**config.mk**
```make
export PLATFORM = sky130hd
export DESIGN_NAME = rmq_front
export DESIGN_NICKNAME = d
export VERILOG_FILES = /design/src/rtl/core/rmq_pkg.sv /design/src/rtl/core/rmq_front.sv
export SDC_FILE = /design/constraint.sdc
export NUM_CORES = 1
export LEC_CHECK = 0
export BUFFER_PORTS_ARGS = -buffer_cell sky130_fd_sc_hd__buf_2
export CAP_MARGIN = 25
export CORE_UTILIZATION = 61
export CTS_CLUSTER_DIAMETER = 120
export DETAILED_ROUTE_END_ITERATION = 8
export PLACE_DENSITY_LB_ADDON = 0.05
export RECOVER_POWER = 25
export SLEW_MARGIN = 25
export SYNTH_ARGS = -nofsm -noshare
export SYNTH_HDL_FRONTEND = slang
export SYNTH_SLANG_ARGS = --single-unit
```
**constraint.sdc**
```tcl
create_clock -name clk -period 7.4 [get_ports clk]
set_clock_uncertainty 0.2 [all_clocks]
set_input_delay 0.74 -clock clk [delete_from_list [all_inputs] [get_ports clk]]
set_output_delay 0.74 -clock clk [all_outputs]
set_load 0.01 [all_outputs]
```
**src/rtl/core/rmq_pkg.sv**
```systemverilog
package rmq_pkg;

  localparam int FracBits = 14;
  localparam int RadW     = 19;                  // radicand, positive range
  localparam int SqW      = RadW + FracBits + 2; // 35-bit sqrt operand
  localparam int SW       = (SqW + 1) / 2;       // 18-bit root
  localparam int NumW     = 17;                  // off-diagonal numerator
  localparam int MagW     = NumW - 1 + 1;        // magnitude, 17 bits
  localparam int DivW     = MagW + FracBits;     // dividend, 31 bits
  localparam int QW       = DivW;                // quotient width

  localparam logic [1:0] BR_TRACE = 2'd0;
  localparam logic [1:0] BR_RX    = 2'd1;
  localparam logic [1:0] BR_UY    = 2'd2;
  localparam logic [1:0] BR_FZ    = 2'd3;

  typedef struct packed {
    logic              neg;
    logic [MagW-1:0]   mag;
  } num_t;

  typedef struct packed {
    logic [1:0]        branch;
    logic              invalid;
    num_t [2:0]        nums;
  } ctl_t;

  function automatic logic [15:0] sat16(input logic signed [QW+1:0] v);
    if (v > $signed((QW+2)'(32767))) sat16 = 16'h7fff;
    else if (v < -$signed((QW+2)'(32768))) sat16 = 16'h8000;
    else sat16 = v[15:0];
  endfunction

endpackage

```
**src/rtl/core/rmq_front.sv**
```systemverilog
// Branch select, radicand and numerators. One register stage.
module rmq_front (
  input  logic                       clk,
  input  logic                       rst,
  input  logic                       in_valid,
  input  logic signed [15:0]         rx, ry, rz, ux, uy, uz, fx, fy, fz,
  output logic                       out_valid,
  output logic [rmq_pkg::RadW-1:0]   rad,
  output rmq_pkg::ctl_t              ctl
);
  logic signed [18:0] trace, r;
  logic [1:0] br;
  logic signed [16:0] a, b, c, d;
  logic signed [16:0] n0, n1, n2;
  rmq_pkg::ctl_t c_next;

  function automatic rmq_pkg::num_t mk(input logic signed [16:0] n);
    mk.neg = n[16];
    mk.mag = n[16] ? 17'(-n) : 17'(n);
  endfunction

  always_comb begin
    trace = 19'(rx) + 19'(uy) + 19'(fz);
    a = 17'(uz) - 17'(fy);
    b = 17'(fx) - 17'(rz);
    c = 17'(ry) - 17'(ux);
    d = 17'(ux) + 17'(ry);
    if (trace > 0) begin
      br = rmq_pkg::BR_TRACE;
      r = 19'(1 << rmq_pkg::FracBits) + trace;
      n0 = a; n1 = b; n2 = c;
    end else if (rx > uy && rx > fz) begin
      br = rmq_pkg::BR_RX;
      r = 19'(1 << rmq_pkg::FracBits) + 19'(rx) - 19'(uy) - 19'(fz);
      n0 = d; n1 = 17'(fx) + 17'(rz); n2 = a;
    end else if (uy > fz) begin
      br = rmq_pkg::BR_UY;
      r = 19'(1 << rmq_pkg::FracBits) + 19'(uy) - 19'(rx) - 19'(fz);
      n0 = d; n1 = 17'(fy) + 17'(uz); n2 = b;
    end else begin
      br = rmq_pkg::BR_FZ;
      r = 19'(1 << rmq_pkg::FracBits) + 19'(fz) - 19'(rx) - 19'(uy);
      n0 = 17'(fx) + 17'(rz); n1 = 17'(fy) + 17'(uz); n2 = c;
    end
    c_next.branch = br;
    c_next.invalid = (r <= 0);
    c_next.nums[0] = mk(n0);
    c_next.nums[1] = mk(n1);
    c_next.nums[2] = mk(n2);
  end

  always_ff @(posedge clk) begin
    if (rst) out_valid <= 1'b0;
    else out_valid <= in_valid;
    rad <= (r <= 0) ? '0 : r[rmq_pkg::RadW-1:0];
    ctl <= c_next;
  end
endmodule

```
==> flow_summary.yaml <==
yosys:
  yosys-top-cells-count: "ha_1, inv_1, nor2_1"
  synth.area.top_cells: "ha_1, fa_1, dfxtp_1"
  yosys.area.top_type: "ha_1"
  syn-num-nets: 2493
  syn_inst: 1971
  netlist_area_um2: 15800
  synth_flop_cell: "dfxtp_1"
  ys_ff_latch: 77
  synth_cell_types: 91
  synth-edff-count: 0
  syn_avg_cell_area_um2: 8.01
  yosys_warnings: 0
  postSynth.asyncResetShare_pct: 0
  yosys.area.top_type_share_pct: 23.5
  synth_most_common_cell: "ha_1"
  ys_seq_area_share_pct: 9.76
die:
  initial_core_util_pct: 62.5
  pin_count: 224
  die_area_um2: 26500
  fp-row-count: 58
  die_y_um: 163
  core_area_um2: 25300
  die_w_um: 163
layout:
  diodes: 0
  final_layout_size_suffix_gt1_share_pct: 12.3
  layout.nets: 2684
  post-route-util_pct: 69.3
  area_growth_pct: 10.8
  fillCellCount: 2174
worst_setup_path:
  path_class: "input pin to register"
  arrival_ns: 6.92
  endpoint_kind: "register"
  cp_max_fo: 40
  cp.required_ns: 7.42
  critPathLaunchType: "input pin"
sta:
  rsz0062_at_grt: "false"
  finalSetupViolations: 0
  drv_slew: 0
  finalCritPeriodShare_pct: 93.2
  fmax_mhz: 145
  fin_crit_ns: 6.90
  worstMarginPinSlew_ns: 1.04
  setup_tns_ns: 0
  maxSlewHeadroom_pct: 30.5
  hold_viol_final: 0
grt:
  grt_use_total_pct: 36.2
  grt_start_max_net_pins: 41
  grt_pass1_wl_um: 75500
  overflow: 0
  grt_pass1_vias: 14800
  antenna_found_initial: 0
drt:
  wl_per_cell_um: 19.4
  first_pass_iters: 8
  ant_nets: 0
  vias: 15100
  wirelength_um: 48500
  drc: 0
  drtIter0Drc: 1197
  viasPerCell: 6.04
worst_hold_path:
  hp-class: "input pin to register"
  hold_depth: 2
clocking:
  cts.sinks: 77
  post_cts_buffers: 0
  cts_buffers: 9
  path_clk_slew_ns: 0.07
  cts_hold_buffers: 0
  htreeDepth: 3
  cts_tree: "yes"
  clk_path_buf_depth: 2
  cts-resized-gates: 0
  clockRootBuffer: "clkbuf_16"
place:
  numPortBuffers: 223
  gp_congestion: 1.02
  dp_hpwl_um: 41200
power:
  peakVddDrop_v: 0.000143
  p_per_area_nw_per_um2: 233
  power.leakage_nw: 8.36
job:
  drv_cap: 0
status:
  status: "complete, no violations"
## path summary, 6_finish.rpt
| kind | from | end | slack (ns) |
|---|---|---|---|
| max | rx[4] | ctl[44] | 0.50 |
| min | rst | out_valid | 0.34 |
## layer usage
layer	global-route usage [%]	vias up	part of all wire (%)
li1	-	7187	-
met1	41.9	7126	40
met2	65.3	600	50
met3	3.69	161	5.0
met4	19.6	0	5.6
met5	0	-	0
## flip-flops by register name, indices dropped and copies added (netlist names)
name       flops
ctl           57
rad           19
out_valid      1
## where the power goes
part / internal [W] / switching (W) / total [W]
Clock: 0.000267 / 0.000200 / 0.000467
Combinational: 0.00112 / 0.00176 / 0.00289
Sequential: 0.000623 / 0.000101 / 0.000725
## critical path: stages
cell and delay (ns):
buf_2 0.15, inv_1 0.13, fa_1 0.55, inv_1 0.10, ha_1 0.37, a21oi_1 0.10
a211oi_1 0.39, o21ai_0 0.26, o21ai_1 0.46, o21a_1 0.17, nor2_1 0.04, o21ai_0 0.21
xor2_1 0.14, inv_1 0.08, ha_1 0.13, nor2b_1 0.12, nand4_1 0.16, nor4b_4 0.58
a21o_4 0.49, mux2i_1 0.23, a2111oi_4 0.45, or3b_1 0.41, o31a_1 0.31, xor2_1 0.14
## kinds of logic after synthesis
logic type,after synthesis,share of synthesized area [%]
AO/OA/AOI/OAI,481,20.4
XOR/XNOR,172,9.59
adder cells (fa/ha/maj),375,33.4
buffers and inverters,270,6.66
flip-flops,77,9.76
multiplexers,42,2.74
other,1,0.0237
AND/OR/NAND/NOR,553,17.4
## placed cells by master (no fill, tap or decap), types with 17 or more instances in the layout
master and instances:
a211oi_1 25, a21o_1 26, a21oi_1 122, a31oi_1 22
buf_2 186, buf_4 20, clkbuf_1 37, dfxtp_1 77
fa_1 78, ha_1 297, inv_1 205, mux2i_1 32
nand2_1 135, nand2b_1 36, nand3_1 34, nor2_1 156
nor2b_1 35, nor3_1 47, o21a_1 17, o21ai_0 89
o21bai_1 20, o31ai_1 21, xnor2_1 112, xor2_1 59
## final cells by class
type                    instances  area, um2  area share (%)
flip-flops and latches         77       1540            8.81
inverters                     206        773            4.42
clock buffers                   9        225            1.29
well taps                     330        413            2.36
repair buffers                244       1240            7.09
clock inverters                 7       81.3           0.465
multi-input cells            1624      13200            75.6
## stage by stage
step | instance area (um2) | hold WS [ns] | total power [W] | cells | setup WS, ns
floorplan | 15800 | 0.612 | 0.00264 | 1971 | 1.05
global placement | 17200 | 0.697 | 0.00353 | 2481 | 0.418
detailed placement | 17200 | 0.699 | 0.00356 | 2481 | 0.285
CTS | 17500 | 0.334 | 0.00405 | 2497 | 0.585
global route | 17500 | 0.346 | 0.00434 | 2497 | 0.0134
finish | 17500 | 0.336 | 0.00408 | 2497 | 0.502
(Power assumes the default switching activity.)
